<file path="src/hdl/flacp_pkg.sv">
// ----------------------------------------------------------------------------
// flacp_pkg
// Shared codes and constants for the FLAC stream header parser.
// ----------------------------------------------------------------------------
package flacp_pkg;

  // Result kinds
  typedef enum logic [2:0] {
    KIND_STREAMINFO = 3'd0,
    KIND_FRAME      = 3'd1,
    KIND_BAD_MARKER = 3'd2,
    KIND_NOT_SINFO  = 3'd3,
    KIND_ZERO_RATE  = 3'd4,
    KIND_BAD_SYNC   = 3'd5
  } kind_e;

  localparam logic [31:0] STREAM_MARKER = 32'h664C_6143; // "fLaC"
  localparam logic [13:0] FRAME_SYNC    = 14'h3FFE;

  localparam logic [16:0] BS_CODE1      = 17'd192;
  localparam logic [16:0] BS_BASE_576   = 17'd576;
  localparam logic [16:0] BS_BASE_256   = 17'd256;

  localparam logic [3:0]  RATE_CODE_8BIT = 4'd12;
  localparam logic [3:0]  RATE_CODE_16   = 4'd13;
  localparam logic [3:0]  RATE_CODE_16X  = 4'd14;
  localparam logic [3:0]  RATE_CODE_NONE = 4'd15;
  localparam logic [3:0]  BS_CODE_8BIT   = 4'd6;
  localparam logic [3:0]  BS_CODE_16BIT  = 4'd7;

  // Index of the last streaminfo body byte and of the first rate byte
  localparam logic [23:0] SI_FIRST_ACC  = 24'd10;
  localparam logic [23:0] SI_LAST_ACC   = 24'd17;
  localparam logic [23:0] SI_LAST_BYTE  = 24'd33;
  localparam logic [23:0] SI_FF_BYTES   = 24'd4;

  // Warning bits
  localparam int unsigned WARN_RES1    = 0;
  localparam int unsigned WARN_RES2    = 1;
  localparam int unsigned WARN_RATE15  = 2;
  localparam int unsigned WARN_BPS     = 3;
  localparam int unsigned WARN_BSCODE0 = 4;

endpackage

</file>
<file path="src/hdl/flac_stream_header_parser_unit.sv">
// ----------------------------------------------------------------------------
// flac_stream_header_parser_unit
// Byte-serial parser for the FLAC marker, STREAMINFO, metadata skipping and
// frame headers; one result per STREAMINFO, per frame header or per error.
// ----------------------------------------------------------------------------
//
//  channel | direction | handshake               | payload
//  --------+-----------+-------------------------+-------------------------------
//  in      | input     | in_valid_i / in_ready_o | stream_byte_i
//  out     | output    | out_valid_o/out_ready_i | kind_o, rate_hz_o, ...crc_o
//
//  - One byte per cycle sustained while results drain; a byte enters the
//    input register when taken, and its result is then loaded into the
//    result register.
//  - All per-byte work is a single small state update between the input
//    register and the result register.
//  - rst_ni clears the parser state and both valid flags; payload registers
//    are not reset.
//  - A stalled result holds the result register; the input register takes
//    at most one more byte, then in_ready_o stays low until the result drains.
//  - After any error the parser is halted: bytes are taken and dropped until
//    reset.
// ----------------------------------------------------------------------------
module flac_stream_header_parser_unit (
  input  logic        clk_i,
  input  logic        rst_ni,
  input  logic        in_valid_i,
  output logic        in_ready_o,
  input  logic [7:0]  stream_byte_i,
  output logic        out_valid_o,
  input  logic        out_ready_i,
  output logic [2:0]  kind_o,
  output logic [19:0] rate_hz_o,
  output logic [3:0]  channel_count_o,
  output logic [5:0]  sample_size_o,
  output logic [16:0] block_size_o,
  output logic [35:0] position_number_o,
  output logic        variable_block_o,
  output logic [4:0]  warnings_o,
  output logic [7:0]  header_crc_o
);

  // Parser phases
  localparam logic [3:0] PH_MARKER    = 4'd0;
  localparam logic [3:0] PH_SI_HDR    = 4'd1;
  localparam logic [3:0] PH_SI_BODY   = 4'd2;
  localparam logic [3:0] PH_META_HDR  = 4'd3;
  localparam logic [3:0] PH_META_SKIP = 4'd4;
  localparam logic [3:0] PH_FR_HDR    = 4'd5;
  localparam logic [3:0] PH_FR_LEAD   = 4'd6;
  localparam logic [3:0] PH_FR_CONT   = 4'd7;
  localparam logic [3:0] PH_FR_EXTRA  = 4'd8;
  localparam logic [3:0] PH_FR_CRC    = 4'd9;

  // Count of leading one bits of a UTF-8 lead byte (0..8)
  function automatic logic [3:0] lead_ones(input logic [7:0] b);
    logic [3:0] n;
    logic       run;
    n   = 4'd0;
    run = 1'b1;
    for (int k = 7; k >= 0; k--) begin
      if (run && b[k]) begin
        n = n + 4'd1;
      end else begin
        run = 1'b0;
      end
    end
    return n;
  endfunction

  function automatic logic [2:0] bs_extra(input logic [3:0] code);
    if (code == flacp_pkg::BS_CODE_8BIT)  return 3'd1;
    if (code == flacp_pkg::BS_CODE_16BIT) return 3'd2;
    return 3'd0;
  endfunction

  function automatic logic [2:0] rate_extra(input logic [3:0] code);
    if (code == flacp_pkg::RATE_CODE_8BIT) return 3'd1;
    if (code == flacp_pkg::RATE_CODE_16 || code == flacp_pkg::RATE_CODE_16X) return 3'd2;
    return 3'd0;
  endfunction

  // ---------------------------------------------------------------- input reg
  logic       in_valid_q;
  logic [7:0] byte_q;
  logic       consume;

  assign consume    = in_valid_q && (!out_valid_o || out_ready_i);
  assign in_ready_o = !in_valid_q || consume;

  always_ff @(posedge clk_i or negedge rst_ni) begin
    if (!rst_ni) begin
      in_valid_q <= 1'b0;
    end else if (in_ready_o) begin
      in_valid_q <= in_valid_i;
    end
  end

  always_ff @(posedge clk_i) begin
    if (in_valid_i && in_ready_o) begin
      byte_q <= stream_byte_i;
    end
  end

  // ---------------------------------------------------------------- state
  logic [3:0]  phase_q,       phase_d;
  logic [23:0] byte_count_q,  byte_count_d;
  logic [63:0] acc_q,         acc_d;
  logic        last_q,        last_d;
  logic [19:0] srate_q,       srate_d;
  logic [31:0] ff_q,          ff_d;
  logic [2:0]  utf8_rem_q,    utf8_rem_d;
  logic        halted_q,      halted_d;
  logic [31:0] extra_acc_q,   extra_acc_d;
  logic [2:0]  extra_left_q,  extra_left_d;

  // result
  logic        emit;
  logic [2:0]  r_kind;
  logic [19:0] r_rate;
  logic [3:0]  r_ch;
  logic [5:0]  r_size;
  logic [16:0] r_bs;
  logic [35:0] r_pos;
  logic        r_var;
  logic [4:0]  r_warn;
  logic [7:0]  r_crc;

  // scratch
  logic [31:0] hdr_w;
  logic [23:0] cnt_inc;
  logic [3:0]  n_lead;
  logic [3:0]  bc, rc, chc;
  logic [2:0]  after_left;
  logic [2:0]  rbytes;
  logic [15:0] rext;
  logic [15:0] bext;
  logic [5:0]  si_bps;
  logic [19:0] si_rate;

  always_comb begin
    phase_d      = phase_q;
    byte_count_d = byte_count_q;
    acc_d        = acc_q;
    last_d       = last_q;
    srate_d      = srate_q;
    ff_d         = ff_q;
    utf8_rem_d   = utf8_rem_q;
    halted_d     = halted_q;
    extra_acc_d  = extra_acc_q;
    extra_left_d = extra_left_q;

    emit   = 1'b0;
    r_kind = flacp_pkg::KIND_STREAMINFO;
    r_rate = '0;
    r_ch   = '0;
    r_size = '0;
    r_bs   = '0;
    r_pos  = '0;
    r_var  = 1'b0;
    r_warn = '0;
    r_crc  = '0;

    hdr_w   = {acc_q[23:0], byte_q};
    cnt_inc = byte_count_q + 24'd1;
    n_lead  = lead_ones(byte_q);

    // frame code fields, used after the number and at the CRC byte
    bc  = ff_q[15:12];
    rc  = ff_q[11:8];
    chc = ff_q[7:4];
    after_left = bs_extra(bc) + rate_extra(rc);
    rbytes = rate_extra(rc);
    rext = (rbytes == 3'd2) ? extra_acc_q[15:0] :
           (rbytes == 3'd1) ? {8'd0, extra_acc_q[7:0]} : 16'd0;
    bext = (rbytes == 3'd2) ? extra_acc_q[31:16] :
           (rbytes == 3'd1) ? extra_acc_q[23:8] : extra_acc_q[15:0];

    si_rate = acc_q[55:36];
    si_bps  = {1'b0, acc_q[32:28]} + 6'd1;

    if (consume && !halted_q) begin
      unique case (phase_q)
        PH_MARKER, PH_SI_HDR, PH_META_HDR, PH_FR_HDR: begin
          if (cnt_inc < 24'd4) begin
            byte_count_d = cnt_inc;
            acc_d        = {32'd0, hdr_w};
          end else begin
            byte_count_d = '0;
            acc_d        = '0;
            unique case (phase_q)
              PH_MARKER: begin
                if (hdr_w != flacp_pkg::STREAM_MARKER) begin
                  emit = 1'b1; r_kind = flacp_pkg::KIND_BAD_MARKER; halted_d = 1'b1;
                end else begin
                  phase_d = PH_SI_HDR;
                end
              end
              PH_SI_HDR: begin
                if (hdr_w[30:24] != 7'd0) begin
                  emit = 1'b1; r_kind = flacp_pkg::KIND_NOT_SINFO; halted_d = 1'b1;
                end else begin
                  last_d  = hdr_w[31];
                  ff_d    = '0;
                  phase_d = PH_SI_BODY;
                end
              end
              PH_META_HDR: begin
                last_d       = hdr_w[31];
                byte_count_d = hdr_w[23:0];
                if (hdr_w[23:0] == 24'd0) begin
                  phase_d = hdr_w[31] ? PH_FR_HDR : PH_META_HDR;
                end else begin
                  phase_d = PH_META_SKIP;
                end
              end
              default: begin
                if (hdr_w[31:18] != flacp_pkg::FRAME_SYNC) begin
                  emit = 1'b1; r_kind = flacp_pkg::KIND_BAD_SYNC; halted_d = 1'b1;
                end else begin
                  ff_d    = hdr_w;
                  phase_d = PH_FR_LEAD;
                end
              end
            endcase
          end
        end

        PH_SI_BODY: begin
          byte_count_d = cnt_inc;
          if (byte_count_q < flacp_pkg::SI_FF_BYTES) begin
            ff_d = {ff_q[23:0], byte_q};
          end else if (byte_count_q >= flacp_pkg::SI_FIRST_ACC &&
                       byte_count_q <= flacp_pkg::SI_LAST_ACC) begin
            acc_d = {acc_q[55:0], byte_q};
          end
          if (byte_count_q == flacp_pkg::SI_LAST_ACC) begin
            // acc_d now holds the 64-bit rate/channels/bps/total word
            emit = 1'b1;
            if (si_rate == 20'd0) begin
              r_kind   = flacp_pkg::KIND_ZERO_RATE;
              halted_d = 1'b1;
            end else begin
              srate_d = si_rate;
              r_kind  = flacp_pkg::KIND_STREAMINFO;
              r_rate  = si_rate;
              r_ch    = {1'b0, acc_q[35:33]} + 4'd1;
              r_size  = si_bps;
              r_bs    = {1'b0, ff_q[15:0]};
              r_pos   = {acc_q[27:0], byte_q};
              r_var   = ff_q[31:16] != ff_q[15:0];
              r_warn[flacp_pkg::WARN_BPS] = si_bps < 6'd4;
            end
          end else if (byte_count_q >= flacp_pkg::SI_LAST_BYTE) begin
            phase_d      = last_q ? PH_FR_HDR : PH_META_HDR;
            byte_count_d = '0;
            acc_d        = '0;
          end
        end

        PH_META_SKIP: begin
          if (byte_count_q > 24'd1) begin
            byte_count_d = byte_count_q - 24'd1;
          end else begin
            phase_d      = last_q ? PH_FR_HDR : PH_META_HDR;
            byte_count_d = '0;
            acc_d        = '0;
          end
        end

        PH_FR_LEAD: begin
          utf8_rem_d = 3'd0;
          if (n_lead == 4'd0) begin
            acc_d = {56'd0, byte_q};
          end else if (n_lead == 4'd1) begin
            acc_d = {58'd0, byte_q[5:0]};
          end else if (n_lead <= 4'd7) begin
            acc_d      = {56'd0, byte_q & (8'h7F >> n_lead)};
            utf8_rem_d = n_lead[2:0] - 3'd1;
          end else begin
            acc_d      = '0;
            utf8_rem_d = 3'd6;
          end
          if (utf8_rem_d == 3'd0) begin
            extra_left_d = after_left;
            extra_acc_d  = '0;
            phase_d      = (after_left != 3'd0) ? PH_FR_EXTRA : PH_FR_CRC;
          end else begin
            phase_d = PH_FR_CONT;
          end
        end

        PH_FR_CONT: begin
          acc_d = {28'd0, acc_q[29:0], byte_q[5:0]};
          if (utf8_rem_q > 3'd1) begin
            utf8_rem_d = utf8_rem_q - 3'd1;
          end else begin
            utf8_rem_d   = 3'd0;
            extra_left_d = after_left;
            extra_acc_d  = '0;
            phase_d      = (after_left != 3'd0) ? PH_FR_EXTRA : PH_FR_CRC;
          end
        end

        PH_FR_EXTRA: begin
          extra_acc_d = {extra_acc_q[23:0], byte_q};
          if (extra_left_q > 3'd1) begin
            extra_left_d = extra_left_q - 3'd1;
          end else begin
            extra_left_d = 3'd0;
            phase_d      = PH_FR_CRC;
          end
        end

        PH_FR_CRC: begin
          emit   = 1'b1;
          r_kind = flacp_pkg::KIND_FRAME;
          // blocksize
          if (bc == 4'd0) begin
            r_bs = '0;
            r_warn[flacp_pkg::WARN_BSCODE0] = 1'b1;
          end else if (bc == 4'd1) begin
            r_bs = flacp_pkg::BS_CODE1;
          end else if (bc <= 4'd5) begin
            r_bs = flacp_pkg::BS_BASE_576 << (bc[1:0] - 2'd2);
          end else if (bc == flacp_pkg::BS_CODE_8BIT) begin
            r_bs = {9'd0, bext[7:0]} + 17'd1;
          end else if (bc == flacp_pkg::BS_CODE_16BIT) begin
            r_bs = {1'b0, bext} + 17'd1;
          end else begin
            r_bs = flacp_pkg::BS_BASE_256 << bc[2:0];
          end
          // sample rate
          if (rc <= 4'd11) begin
            r_rate = srate_q;
          end else if (rc == flacp_pkg::RATE_CODE_16X) begin
            r_rate = {1'b0, rext, 3'd0} + {3'd0, rext, 1'b0};
          end else if (rc == flacp_pkg::RATE_CODE_NONE) begin
            r_rate = '0;
            r_warn[flacp_pkg::WARN_RATE15] = 1'b1;
          end else begin
            r_rate = {4'd0, rext};
          end
          r_warn[flacp_pkg::WARN_RES1] = ff_q[17];
          r_warn[flacp_pkg::WARN_RES2] = ff_q[0];
          r_ch   = (chc <= 4'd7) ? chc + 4'd1 : ((chc <= 4'd10) ? 4'd2 : 4'd0);
          r_size = {3'd0, ff_q[3:1]};
          r_pos  = acc_q[35:0];
          r_var  = ff_q[16];
          r_crc  = byte_q;
          phase_d      = PH_FR_HDR;
          byte_count_d = '0;
          acc_d        = '0;
        end

        default: begin
          phase_d = phase_q;
        end
      endcase
    end
  end

  always_ff @(posedge clk_i or negedge rst_ni) begin
    if (!rst_ni) begin
      phase_q      <= PH_MARKER;
      byte_count_q <= '0;
      acc_q        <= '0;
      last_q       <= 1'b0;
      srate_q      <= '0;
      ff_q         <= '0;
      utf8_rem_q   <= '0;
      halted_q     <= 1'b0;
      extra_acc_q  <= '0;
      extra_left_q <= '0;
    end else begin
      phase_q      <= phase_d;
      byte_count_q <= byte_count_d;
      acc_q        <= acc_d;
      last_q       <= last_d;
      srate_q      <= srate_d;
      ff_q         <= ff_d;
      utf8_rem_q   <= utf8_rem_d;
      halted_q     <= halted_d;
      extra_acc_q  <= extra_acc_d;
      extra_left_q <= extra_left_d;
    end
  end

  // ---------------------------------------------------------------- result reg
  logic out_valid_q;
  assign out_valid_o = out_valid_q;

  always_ff @(posedge clk_i or negedge rst_ni) begin
    if (!rst_ni) begin
      out_valid_q <= 1'b0;
    end else if (consume) begin
      out_valid_q <= emit && !halted_q;
    end else if (out_ready_i) begin
      out_valid_q <= 1'b0;
    end
  end

  always_ff @(posedge clk_i) begin
    if (consume && emit) begin
      kind_o            <= r_kind;
      rate_hz_o         <= r_rate;
      channel_count_o   <= r_ch;
      sample_size_o     <= r_size;
      block_size_o      <= r_bs;
      position_number_o <= r_pos;
      variable_block_o  <= r_var;
      warnings_o        <= r_warn;
      header_crc_o      <= r_crc;
    end
  end

  // ---------------------------------------------------------------- checks
  a_halt_sticky: assert property (@(posedge clk_i) disable iff (!rst_ni)
    halted_q |=> halted_q)
    else $error("parser left the halted state without reset");

  a_error_halts: assert property (@(posedge clk_i) disable iff (!rst_ni)
    out_valid_o && kind_o != flacp_pkg::KIND_STREAMINFO &&
    kind_o != flacp_pkg::KIND_FRAME |-> halted_q)
    else $error("error result while parser still running");

  a_error_zero: assert property (@(posedge clk_i) disable iff (!rst_ni)
    out_valid_o && kind_o != flacp_pkg::KIND_STREAMINFO &&
    kind_o != flacp_pkg::KIND_FRAME |->
    rate_hz_o == '0 && block_size_o == '0 && position_number_o == '0 &&
    warnings_o == '0 && header_crc_o == '0)
    else $error("error result carries nonzero fields");

  a_frame_no_bps: assert property (@(posedge clk_i) disable iff (!rst_ni)
    out_valid_o && kind_o == flacp_pkg::KIND_FRAME |-> !warnings_o[flacp_pkg::WARN_BPS])
    else $error("frame result flags streaminfo bps warning");

  a_extra_nonzero: assert property (@(posedge clk_i) disable iff (!rst_ni)
    phase_q == PH_FR_EXTRA |-> extra_left_q != 3'd0)
    else $error("extra byte phase with nothing left to read");

endmodule

</file>
<file path="config.mk">
export PLATFORM = sky130hd
export DESIGN_NAME = flac_stream_header_parser_unit
export DESIGN_NICKNAME = d
export VERILOG_FILES = /design/src/hdl/flacp_pkg.sv /design/src/hdl/flac_stream_header_parser_unit.sv
export SDC_FILE = /design/constraint.sdc
export NUM_CORES = 1
export LEC_CHECK = 0
export ABC_CLOCK_PERIOD_IN_PS = 31600
export BUFFER_PORTS_ARGS = -buffer_cell sky130_fd_sc_hd__buf_2
export CORE_UTILIZATION = 35
export CTS_BUF_LIST = sky130_fd_sc_hd__clkbuf_8
export CTS_CLUSTER_SIZE = 25
export DETAILED_ROUTE_END_ITERATION = 8
export GPL_ROUTABILITY_DRIVEN = 1
export SLEW_MARGIN = 20
export SYNTH_ARGS = -nofsm -noshare
export SYNTH_HDL_FRONTEND = slang
export SYNTH_SLANG_ARGS = --single-unit
</file>
<file path="constraint.sdc">
create_clock -name clk_i -period 31.6 [get_ports clk_i]
set_input_delay 7.9 -clock clk_i [delete_from_list [all_inputs] [get_ports clk_i]]
set_output_delay 7.9 -clock clk_i [all_outputs]
set_load 0.01 [all_outputs]
</file>
### Word-level counts from Yosys, hierarchy flattened

Index checks and enable logic that the tools add are counted.

| storage, ports and cells | value |
|---|---|
| word-level logic and storage cells | 303 |
| input port bits | 12 |
| bits in registers | 294 |

| cells by class | value |
|---|---|
| add/sub/neg operators | 20 |
| bitwise operators | 7 |
| muxes and demuxes | 143 |
| reductions and logical operators | 49 |
| equal/unequal tests | 43 |
| shift-type cells | 3 |
| magnitude comparators | 14 |

Operators by type and width:

| kind | count |
|---|---|
| $pmux 64 s6 | 1 |
| $mux 64 | 5 |
| $mux 32 | 7 |
| $pmux 32 s2 | 2 |
| $mux 24 | 5 |
| $mux 16 | 6 |
| $pmux 24 s4 | 1 |
| $pmux 32 s3 | 1 |
| $mux 17 | 5 |
| $mux 20 | 4 |
| $mux 4 | 20 |
| $mux 3 | 24 |
| $mux 36 | 2 |
| $pmux 36 s2 | 1 |
| $lt 24x3->1 const B | 2 |
| $pmux 20 s2 | 1 |
| $mux 1 | 34 |
| $pmux 17 s2 | 1 |
| $add 4x1->4 const B | 8 |
| $mux 8 | 4 |
| $ne 32x31->1 const B | 1 |
| $pmux 4 s7 | 1 |
| $pmux 3 s3 | 3 |
| $ne 2x2->1 const B | 13 |
| other kinds (64) | 127 |

### Depth between registers and ports, before layout

Gate-level depths: netlist (run 1).

| logic depth | value |
|---|---|
| depth in word-level cells | 24 |
| depth in mapped cells | 25 |
| mapped depth without buffers | 23 |

### Least setup slack after synthesis (run 1)

OpenSTA, ideal clock, no wires.

| timing path | value |
|---|---|
| path type | input to register |
| from | input port out_ready_i |
| to | register block_size_o[0] (enable) |
| data arrival time | 16181 ps |
| path buffers | 1 |
| setup slack | 14681 ps |
| library setup time | 739 ps |
| data required time | 30861 ps |
| stages | 4 |
| path through | nor2b_1 > or3b_2 > clkbuf_1 > a311oi_1 |

| on the way | value |
|---|---|
| longest elaborated chain between the ends | 5 |

Ends and longest elaborated chain:

| element | line | text |
|---|---|---|
| start: declaration | flac_stream_header_parser_unit.sv:31 | `input logic out_ready_i,` |
| $logic_or 1x1->1 (*) | flac_stream_header_parser_unit.sv:88 | `assign consume = in_valid_q && (!out_valid_o \|\| out_ready_i);` |
| $logic_and 1x1->1 (*) | flac_stream_header_parser_unit.sv:88 |  |
| $logic_and 1x1->1 | flac_stream_header_parser_unit.sv:182 | `if (consume && !halted_q) begin` |
| $mux 1 | flac_stream_header_parser_unit.sv:182 |  |
| $logic_and 1x1->1 (*) | flac_stream_header_parser_unit.sv:404 | `if (consume && emit) begin` |
| end signal: assignment | flac_stream_header_parser_unit.sv:409 | `block_size_o <= r_bs;` |
| end: declaration | flac_stream_header_parser_unit.sv:36 | `output logic [16:0] block_size_o,` |

Mark *: on every way between the ends. The rest lies on a longest branch, timed or not.
A chain may end at the register's enable or synchronous reset.

### Final worst setup path (run 1)

| timing path | value |
|---|---|
| from | input port out_ready_i |
| to | output port in_ready_o |

| on the way | value |
|---|---|
| longest elaborated chain between the ends | 3 |

Ends and longest elaborated chain:

| element | line | text |
|---|---|---|
| $logic_or 1x1->1 | flac_stream_header_parser_unit.sv:88 |  |
| $logic_and 1x1->1 | flac_stream_header_parser_unit.sv:88 |  |
| $logic_or 1x1->1 | flac_stream_header_parser_unit.sv:89 | `assign in_ready_o = !in_valid_q \|\| consume;` |
| end: declaration | flac_stream_header_parser_unit.sv:28 | `output logic in_ready_o,` |

Every way passes these cells.

==> results of run 1 <==
cells in the final DEF, fill, tap and decap left out, drive strengths merged, types with 24 or more instances in the layout:
| master | Yosys | final |
|---|---|---|
| nand3 | 51 | 51 |
| edfxtp | 108 | 108 |
| buf | 29 | 140 |
| nor4 | 32 | 32 |
| nand4 | 24 | 24 |
| mux2i | 39 | 39 |
| a21oi | 93 | 93 |
| a22oi | 88 | 88 |
| inv | 45 | 64 |
| dfrtp | 178 | 178 |
| clkbuf | 137 | 57 |
| nand2 | 251 | 251 |
| xor2 | 31 | 31 |
| nor3 | 50 | 50 |
| and3 | 32 | 32 |
| nor2 | 181 | 181 |
| ha | 42 | 42 |
| mux2 | 34 | 34 |
| o21ai | 141 | 141 |
cell type report:
cell class / count / share of cell area (%)
clock inverter: 40 / 1.69
sequential: 286 / 39.9
multi-input combinational: 1405 / 45.2
inverter: 46 / 0.895
timing repair buffer: 140 / 4.03
tap: 656 / 4.25
clock buffer: 57 / 4.06
per-stage QoR:
stage	hold slack, ns	std cells	total power [uW]	util, %	area (sq um)
6_report	0.480	2630	908	40.1	19300
5_1_grt	0.500	2630	947	40.1	19300
2_1_floorplan	0.441	1903	502	-	17200
4_1_cts	0.477	2629	916	40.0	19300
3_3_place_gp	0.454	2532	531	37.7	18200
3_5_place_dp	0.463	2532	535	37.7	18200
registers in the layout (all words and copies together) (netlist names), 8 cells and up:
name               flops
position_number_o     36
byte_q                 8
header_crc_o           8
extra_acc_q           32
rate_hz_o             20
srate_q               20
byte_count_q          24
acc_q                 56
ff_q                  32
block_size_o          17
worst reg2reg max path: cells and delay by family (launching register included):
family | cells | cell delay, ns
mux | 1 | 0.18
buf+inv | 3 | 0.98
simple gates | 5 | 0.77
fa+ha+maj | 5 | 1.43
xor+xnor | 1 | 0.30
flops | 1 | 0.66
compound gates | 8 | 1.63
how the worst min path moves through the flow:
stage,startpoint,endpoint,slack [ns],cells after the start
after floorplan,srate_q[8],srate_q[8],0.44,2
after global placement,srate_q[14],srate_q[14],0.45,2
after detailed placement,srate_q[14],srate_q[14],0.46,2
after CTS,srate_q[14],srate_q[14],0.48,2
after global routing,srate_q[5],srate_q[5],0.50,2
final,srate_q[5],srate_q[5],0.48,2
power by group through the flow:
stage	clock network, uW	registers [uW]	logic [uW]
2_1_floorplan	0	420	81.7
3_3_place_gp	0	452	79.2
6_report	378	447	83.2
4_1_cts	388	445	83.3
3_5_place_dp	0	452	82.8
5_1_grt	402	450	94.2
kinds of logic (layout without fill, tap and decap cells):
family / Yosys count / count (layout) / synth area share [%]
AO/OA/AOI/OAI: 514 / 514 / 19.9
XOR/XNOR: 47 / 47 / 2.39
adder cells (fa/ha/maj): 44 / 44 / 3.29
buffers and inverters: 212 / 283 / 4.92
flip-flops: 286 / 286 / 44.7
multiplexers: 73 / 73 / 4.49
AND/OR/NAND/NOR: 727 / 727 / 20.2
layer usage:
layer  vias to the layer above  track usage [%]  wire length, microns
met1                      7429             30.5                 24500
met2                       581             35.7                 25900
met4                         0             7.36                  1570
li1                       7021                -                     -
met3                       114             3.37                  3680
met5                         -                0                     0
==> flow_summary.yaml, run 1 <==
run_status:
  status: "completed"
sta:
  finalSetupViolations: 0
  fin_crit_sh_pct: 51.9
  worst_slack_ns: 15.21
  final-hold-violation-count: 0
  maxSlewHeadroom_pct: 33.7
  setup-tns-final_ns: 0
  maxClockFrequency_mhz: 61.0
  fin_crit_ns: 16.39
  worstMarginPinSlew_ns: 0.994
  fin_worst_skew_ns: 0.0653
  slew_viol_final: 0
  rsz0062_at_grt: "no"
worst_setup_path:
  cp-startpoint: "out_ready_i"
  cp.required_ns: 23.70
  crit_type: "input port to primary output"
  cp_slowest_cell: "nor2b_1"
  path_max_fanout: 4
  cp_common_cell: "buf_2"
  worstPathArrival_ns: 8.49
  endpoint_kind: "primary output"
  regToRegSetupSlack_ns: 25.46
  endpoint: "in_ready_o"
  critPathMaxStageDelay_ns: 0.22
  start_kind: "input port"
  r2r_start: "byte_q[5]"
  crit_cells: 4
  worst-path-buf-inv: 2
  r2r_end: "extra_acc_q[13]"
  cp_cell_sequence: "buf_2 > nor2b_1 > nand2_1 > buf_2"
  reg2regPathDepth: 23
  critical_path.top_delay_family: "simple AND/OR/NAND/NOR gates"
power_and_ir_drop:
  power_density_nw_per_um2: 47.0
  power.share.sequential_pct: 49.2
  switching_share_pct: 28.4
  power.switching_uw: 258
  internal_power_uw: 650
  ir_worst_vdd_mv: 0.0224
  clock_power_share_pct: 41.7
  power_leakage_uw: 0.00759
  pwr-share-comb_pct: 9.2
floorplan:
  core_area_sq_um: 48100
  ios: 114
  initial_core_util_pct: 35.7
  die_h_microns: 224
  rows: 80
  die_area_sq_um: 50000
  die_x_microns: 224
placement:
  pre_cts_ws_ns: 15.20
  io_buffers: 113
  place_congestion: 0.882
  place_hpwl_microns: 37700
logic_synthesis:
  syn_inst: 1903
  syn_area_sq_um: 17200
  synth_top_area_cell: "dfrtp_1"
  synth_edf_count: 108
  synth_most_common_cell: "nand2_1"
  synthArstFlopShare_pct: 62.2
  yosys.cell_types.count: 88
  syn_nets: 1959
  synth.area.top_cells: "dfrtp_1, edfxtp_1, nand2_1"
  synthTopCellsByCount: "nand2_1, nor2_1, dfrtp_1"
  synth_warnings: 0
  avgSynthCellArea_sq_um: 9.04
  synth-seq-area-share_pct: 44.7
  ys_ff_latch: 286
  synth_ff_type: "dfrtp_1"
  synth_top_area_share_pct: 25.9
flow_run:
  cap_violations: 0
final_layout:
  finalNetCount: 1987
  regArea_sq_um: 7700
  multi_input_area_sq_um: 8720
  insertedDiodeCount: 0
  synthToLayoutAreaGrowth_pct: 12.2
  fillers: 4795
  drive_gt1_share_pct: 12.5
min_path:
  hold_class: "flip-flop to flip-flop"
cts:
  cts_buffers: 52
  cts.repair.resized: 0
  cts-root-buf: "clkbuf_8"
  cts_tree: "built"
  cts_buffer_depth: 3
  clock_latency_ns: 0.66
  clock-sinks: 286
  cts.clk_slew.worst_paths_ns: 0.06
  cts_setup_buffers: 0
  cts_hold_buf: 0
  htreeDepth: 2
global_route:
  grt_pass1_vias: 14670
  overflow: 0
  grt_pass1_wl_microns: 86800
  grt_start_max_net_pins: 71
  antenna_found_initial: 0
  grt_util_all_layers_pct: 22.2
routing:
  routed_wl_microns: 55700
  route.detailed.drc: 0
  vias: 15145
  avgViaCountPerCell: 5.76
  drt_iter0_drc: 1554
  drtPass1Iterations: 6
  routedWlPerCell_microns: 21.2
  postRouteAntennaNets: 0
(Power assumes the default switching activity.)
==> inputs of run 2 (changes only) <==
Settings changed: ABC_CLOCK_PERIOD_IN_PS 31600 to 17000.
Clock period 31.6 ns to 17 ns, I/O delays scaled along.
==> flow_summary.yaml, run 2 (synthesis gave the netlist of run 1 again) <==
run_status:
  status: "completed"
power_and_ir_drop:
  ir_worst_vdd_mv: 0.0506
  power_density_nw_per_um2: 87.0
  power_leakage_uw: 0.00755
sta:
  maxClockFrequency_mhz: 110
  fin_crit_sh_pct: 53.6
  slew_viol_final: 0
  maxSlewHeadroom_pct: 32.6
  rsz0062_at_grt: "no"
  worst_slack_ns: 7.90
  fin_worst_skew_ns: 0.0504
  final-hold-violation-count: 0
  setup-tns-final_ns: 0
  fin_crit_ns: 9.10
  finalSetupViolations: 0
  worstMarginPinSlew_ns: 1.00
placement:
  place_congestion: 0.894
  place_hpwl_microns: 37900
  io_buffers: 113
  pre_cts_ws_ns: 7.88
worst_setup_path:
  endpoint_kind: "primary output"
  cp.required_ns: 12.75
  start_kind: "input port"
  critPathMaxStageDelay_ns: 0.23
  r2r_start: "byte_q[5]"
  cp_common_cell: "buf_2"
  reg2regPathDepth: 24
  path_max_fanout: 4
  worstPathArrival_ns: 4.85
  cp_slowest_cell: "nor2b_1"
  crit_type: "input port to primary output"
  cp-startpoint: "out_ready_i"
  cp_cell_sequence: "buf_2 > nor2b_1 > nand2_1 > buf_2"
floorplan:
  initial_core_util_pct: 35.7
  ios: 114
  die_x_microns: 224
  core_area_sq_um: 48100
  rows: 80
  die_area_sq_um: 50000
  die_h_microns: 224
final_layout:
  layout_common_cells: "nand2_1, nor2_1, dfrtp_1"
  layout_commonest_cell: "nand2_1"
  synthToLayoutAreaGrowth_pct: 11.9
  finalNetCount: 1984
  largest_reg_flops: 56
  insertedDiodeCount: 0
  reg_top3: "acc_q x56, position_number_o x36"
  top_register: "acc_q"
  drive_gt1_share_pct: 13.2
cts:
  cts_hold_buf: 0
  htreeDepth: 2
  cts_setup_buffers: 0
  clock_latency_ns: 0.67
  cts_buffer_depth: 3
  cts_buffers: 51
  cts.repair.resized: 0
  cts_tree: "built"
  cts-root-buf: "clkbuf_8"
  clock-sinks: 286
  cts.clk_slew.worst_paths_ns: 0.06
global_route:
  grt_start_max_net_pins: 84
  antenna_found_initial: 2
  grt_pass1_vias: 14664
  overflow: 0
  grt_pass1_wl_microns: 87000
  grt_util_all_layers_pct: 22.3
min_path:
  hold_class: "flip-flop to flip-flop"
  hold_start: "srate_q[4]"
  whs_path_depth: 2
routing:
  vias: 15295
  drtPass1Iterations: 6
  route.detailed.drc: 0
  routed_wl_microns: 56100
  drt_iter0_drc: 1676
  avgViaCountPerCell: 5.82
  postRouteAntennaNets: 0
  routedWlPerCell_microns: 21.4
flow_run:
  cap_violations: 0
[run 2: worst paths after layout]
path	to	slack, ns
worst max register to register	extra_left_q[2]	10.73
min in group asynchronous	extra_acc_q[15]	3.55
max in group asynchronous	ff_q[13]	12.11
worst max-delay path	in_ready_o	7.90
worst min-delay path	srate_q[4]	0.48
worst min register to register	srate_q[4]	0.48
[run 2: critical path, delay by kind of cell]
| kind | cells | cell delay (ns) |
|---|---|---|
| buffers and inverters | 2 | 0.25 |
| AND/OR/NAND/NOR | 2 | 0.35 |
[run 2: report_power, final]
part	switching [uW]	internal, uW	total, uW
combinational	89.9	65.7	156
clock	320	371	691
sequential	87.4	742	830
[run 2: per-layer routing]
| layer | track usage [%] | share of wire, % | vias up |
|---|---|---|---|
| met5 | 0 | 0.023 | - |
| met2 | 35.5 | 46 | 670 |
| li1 | - | - | 6992 |
| met4 | 8.22 | 3.0 | 2 |
| met1 | 29.9 | 43 | 7506 |
| met3 | 4.53 | 7.4 | 125 |
[run 2: metrics by stage]
stage,hold slack (ns),cell area [sq um],cells,util [%],total power (uW)
after floorplan,0.441,17200,1903,-,933
after global placement,0.454,18200,2531,37.7,990
after detailed placement,0.462,18200,2531,37.7,994
after CTS,0.478,19200,2627,40.0,1690
after global routing,0.498,19300,2627,40.0,1740
final,0.478,19300,2627,40.0,1680
[run 2: final cells by class]
cell class                      instances  area, sq um
Clock buffer                           60          826
Clock inverter                         36          260
Fill cell                            4780        28900
Inverter                               46          173
Multi-Input combinational cell       1405         8720
Sequential cell                       286         7700
Tap cell                              656          821
Timing Repair Buffer                  138          763
==> inputs of run 3 (changes only) <==
Settings changed: ABC_CLOCK_PERIOD_IN_PS 17000 to 8800.
Clock period 17 ns to 8.8 ns, I/O delays scaled along.
==> flow_summary.yaml, run 3 (synthesis gave the netlist of run 1 again) <==
cts:
  cts.repair.resized: 0
  cts_tree: "built"
  cts-root-buf: "clkbuf_8"
  cts_buffers: 51
  clock_latency_ns: 0.65
  cts_buffer_depth: 3
  cts_setup_buffers: 0
  clock-sinks: 286
  cts_hold_buf: 0
  htreeDepth: 2
  cts.clk_slew.worst_paths_ns: 0.07
power_and_ir_drop:
  pwr-share-comb_pct: 9.4
  switching_share_pct: 28.5
  internal_power_uw: 2320
  power.share.sequential_pct: 49.3
  power_density_nw_per_um2: 169
  power.switching_uw: 927
  ir_worst_vdd_mv: 0.0966
  clock_power_share_pct: 41.3
  power_leakage_uw: 0.00759
routing:
  vias: 15229
  avgViaCountPerCell: 5.80
  routedWlPerCell_microns: 21.2
  drt_iter0_drc: 1789
  routed_wl_microns: 55700
  route.detailed.drc: 0
  drtPass1Iterations: 5
  postRouteAntennaNets: 0
sta:
  rsz0062_at_grt: "no"
  maxSlewHeadroom_pct: 30.5
  finalSetupViolations: 0
  maxClockFrequency_mhz: 172
  fin_hold_ws_ns: 0.478
  worstMarginPinSlew_ns: 1.04
  slew_viol_final: 0
  fin_crit_sh_pct: 66.1
  setup-tns-final_ns: 0
  fin_worst_skew_ns: 0.0355
  final-hold-violation-count: 0
  fin_crit_ns: 5.82
final_layout:
  largest_reg_flops: 56
  finalNetCount: 1985
  top_register: "acc_q"
  layout_commonest_cell: "nand2_1"
  drive_gt1_share_pct: 12.6
  layout_common_cells: "nand2_1, nor2_1, dfrtp_1"
  synthToLayoutAreaGrowth_pct: 12.1
  reg_top3: "acc_q x56, position_number_o x36"
min_path:
  whs_path_depth: 2
  hold_class: "flip-flop to flip-flop"
global_route:
  grt_start_max_net_pins: 91
  grt_use_met2_pct: 35.1
  grt_pass1_vias: 14438
  met3_usage_pct: 3.31
  grt_util_all_layers_pct: 22.0
  antenna_found_initial: 0
  grt-busiest-layer: "met2"
  overflow: 0
  grt_pass1_wl_microns: 85500
  grt_util_met1_pct: 29.9
worst_setup_path:
  start_kind: "flip-flop"
  worstPathArrival_ns: 6.29
  crit_type: "flip-flop to flip-flop"
  cp.required_ns: 9.27
  endpoint_kind: "flip-flop"
  reg2regPathDepth: 23
  path_max_fanout: 70
floorplan:
  ios: 114
  rows: 80
  initial_core_util_pct: 35.7
  die_x_microns: 224
  die_area_sq_um: 50000
  die_h_microns: 224
  core_area_sq_um: 48100
placement:
  io_buffers: 113
  place_hpwl_microns: 38400
  place_congestion: 0.888
flow_run:
  cap_violations: 0
run_status:
  status: "completed"
[run 3: cell type report]
| cell class | count | area (sq um) |
|---|---|---|
| clock buffers | 59 | 812 |
| flip-flops and latches | 286 | 7700 |
| multi-input cells | 1405 | 8710 |
| clock inverters | 35 | 285 |
| inverters | 46 | 173 |
| diodes | 1 | 2.50 |
| well taps | 656 | 821 |
| fillers | 4794 | 28900 |
| repair buffers | 139 | 779 |
[run 3: final timing paths]
| check | from | endpoint | slack, ns |
|---|---|---|---|
| min in group asynchronous | rst_ni | srate_q[13] | 1.68 |
| max reg2reg | byte_q[5] | extra_acc_q[18] | 2.98 |
| max | byte_q[5] | extra_acc_q[18] | 2.98 |
| max in group asynchronous | rst_ni | byte_count_q[1] | 6.14 |
| min | srate_q[17] | srate_q[17] | 0.48 |
| min reg2reg | srate_q[17] | srate_q[17] | 0.48 |
[run 3: stage by stage]
stage	total power (uW)	area (sq um)	setup WS, ns	util [%]	instances
3_5_place_dp	1920	18200	3.06	37.8	2532
6_report	3250	19300	2.98	40.0	2627
5_1_grt	3390	19300	2.54	40.0	2626
2_1_floorplan	1800	17200	1.15	-	1903
3_3_place_gp	1910	18200	3.26	37.8	2532
4_1_cts	3270	19300	3.03	40.0	2626
[run 3: per-layer routing]
metal	vias up	part of all wire, %
li1	7006	-
met1	7492	44
met2	627	47
met3	104	6.3
met4	0	3.0
met5	-	0
[run 3: power by group through the flow]
stage / combinational (uW) / sequential (uW) / clock [uW]
5_1_grt: 343 / 1610 / 1430
6_report: 305 / 1600 / 1340
3_5_place_dp: 303 / 1620 / 0
2_1_floorplan: 294 / 1510 / 0
4_1_cts: 303 / 1590 / 1380
3_3_place_gp: 293 / 1620 / 0
[run 3: critical path, cell delays in order (launching register included)]
cell	delay, ns
edfxtp_1	0.54
inv_1	0.20
a21boi_0	0.22
ha_1	0.27
o21ai_1	0.32
inv_1	0.08
ha_1	0.29
mux2i_1	0.22
ha_1	0.32
nor2_1	0.12
nor2_1	0.05
ha_1	0.20
and3b_1	0.16
o21ai_0	0.19
xor2_1	0.29
nand3_1	0.15
and2_1	0.26
ha_1	0.33
o211ai_1	0.11
a31oi_1	0.15
o21a_1	0.23
o211ai_1	0.16
buf_4	0.52
o21ai_0	0.23
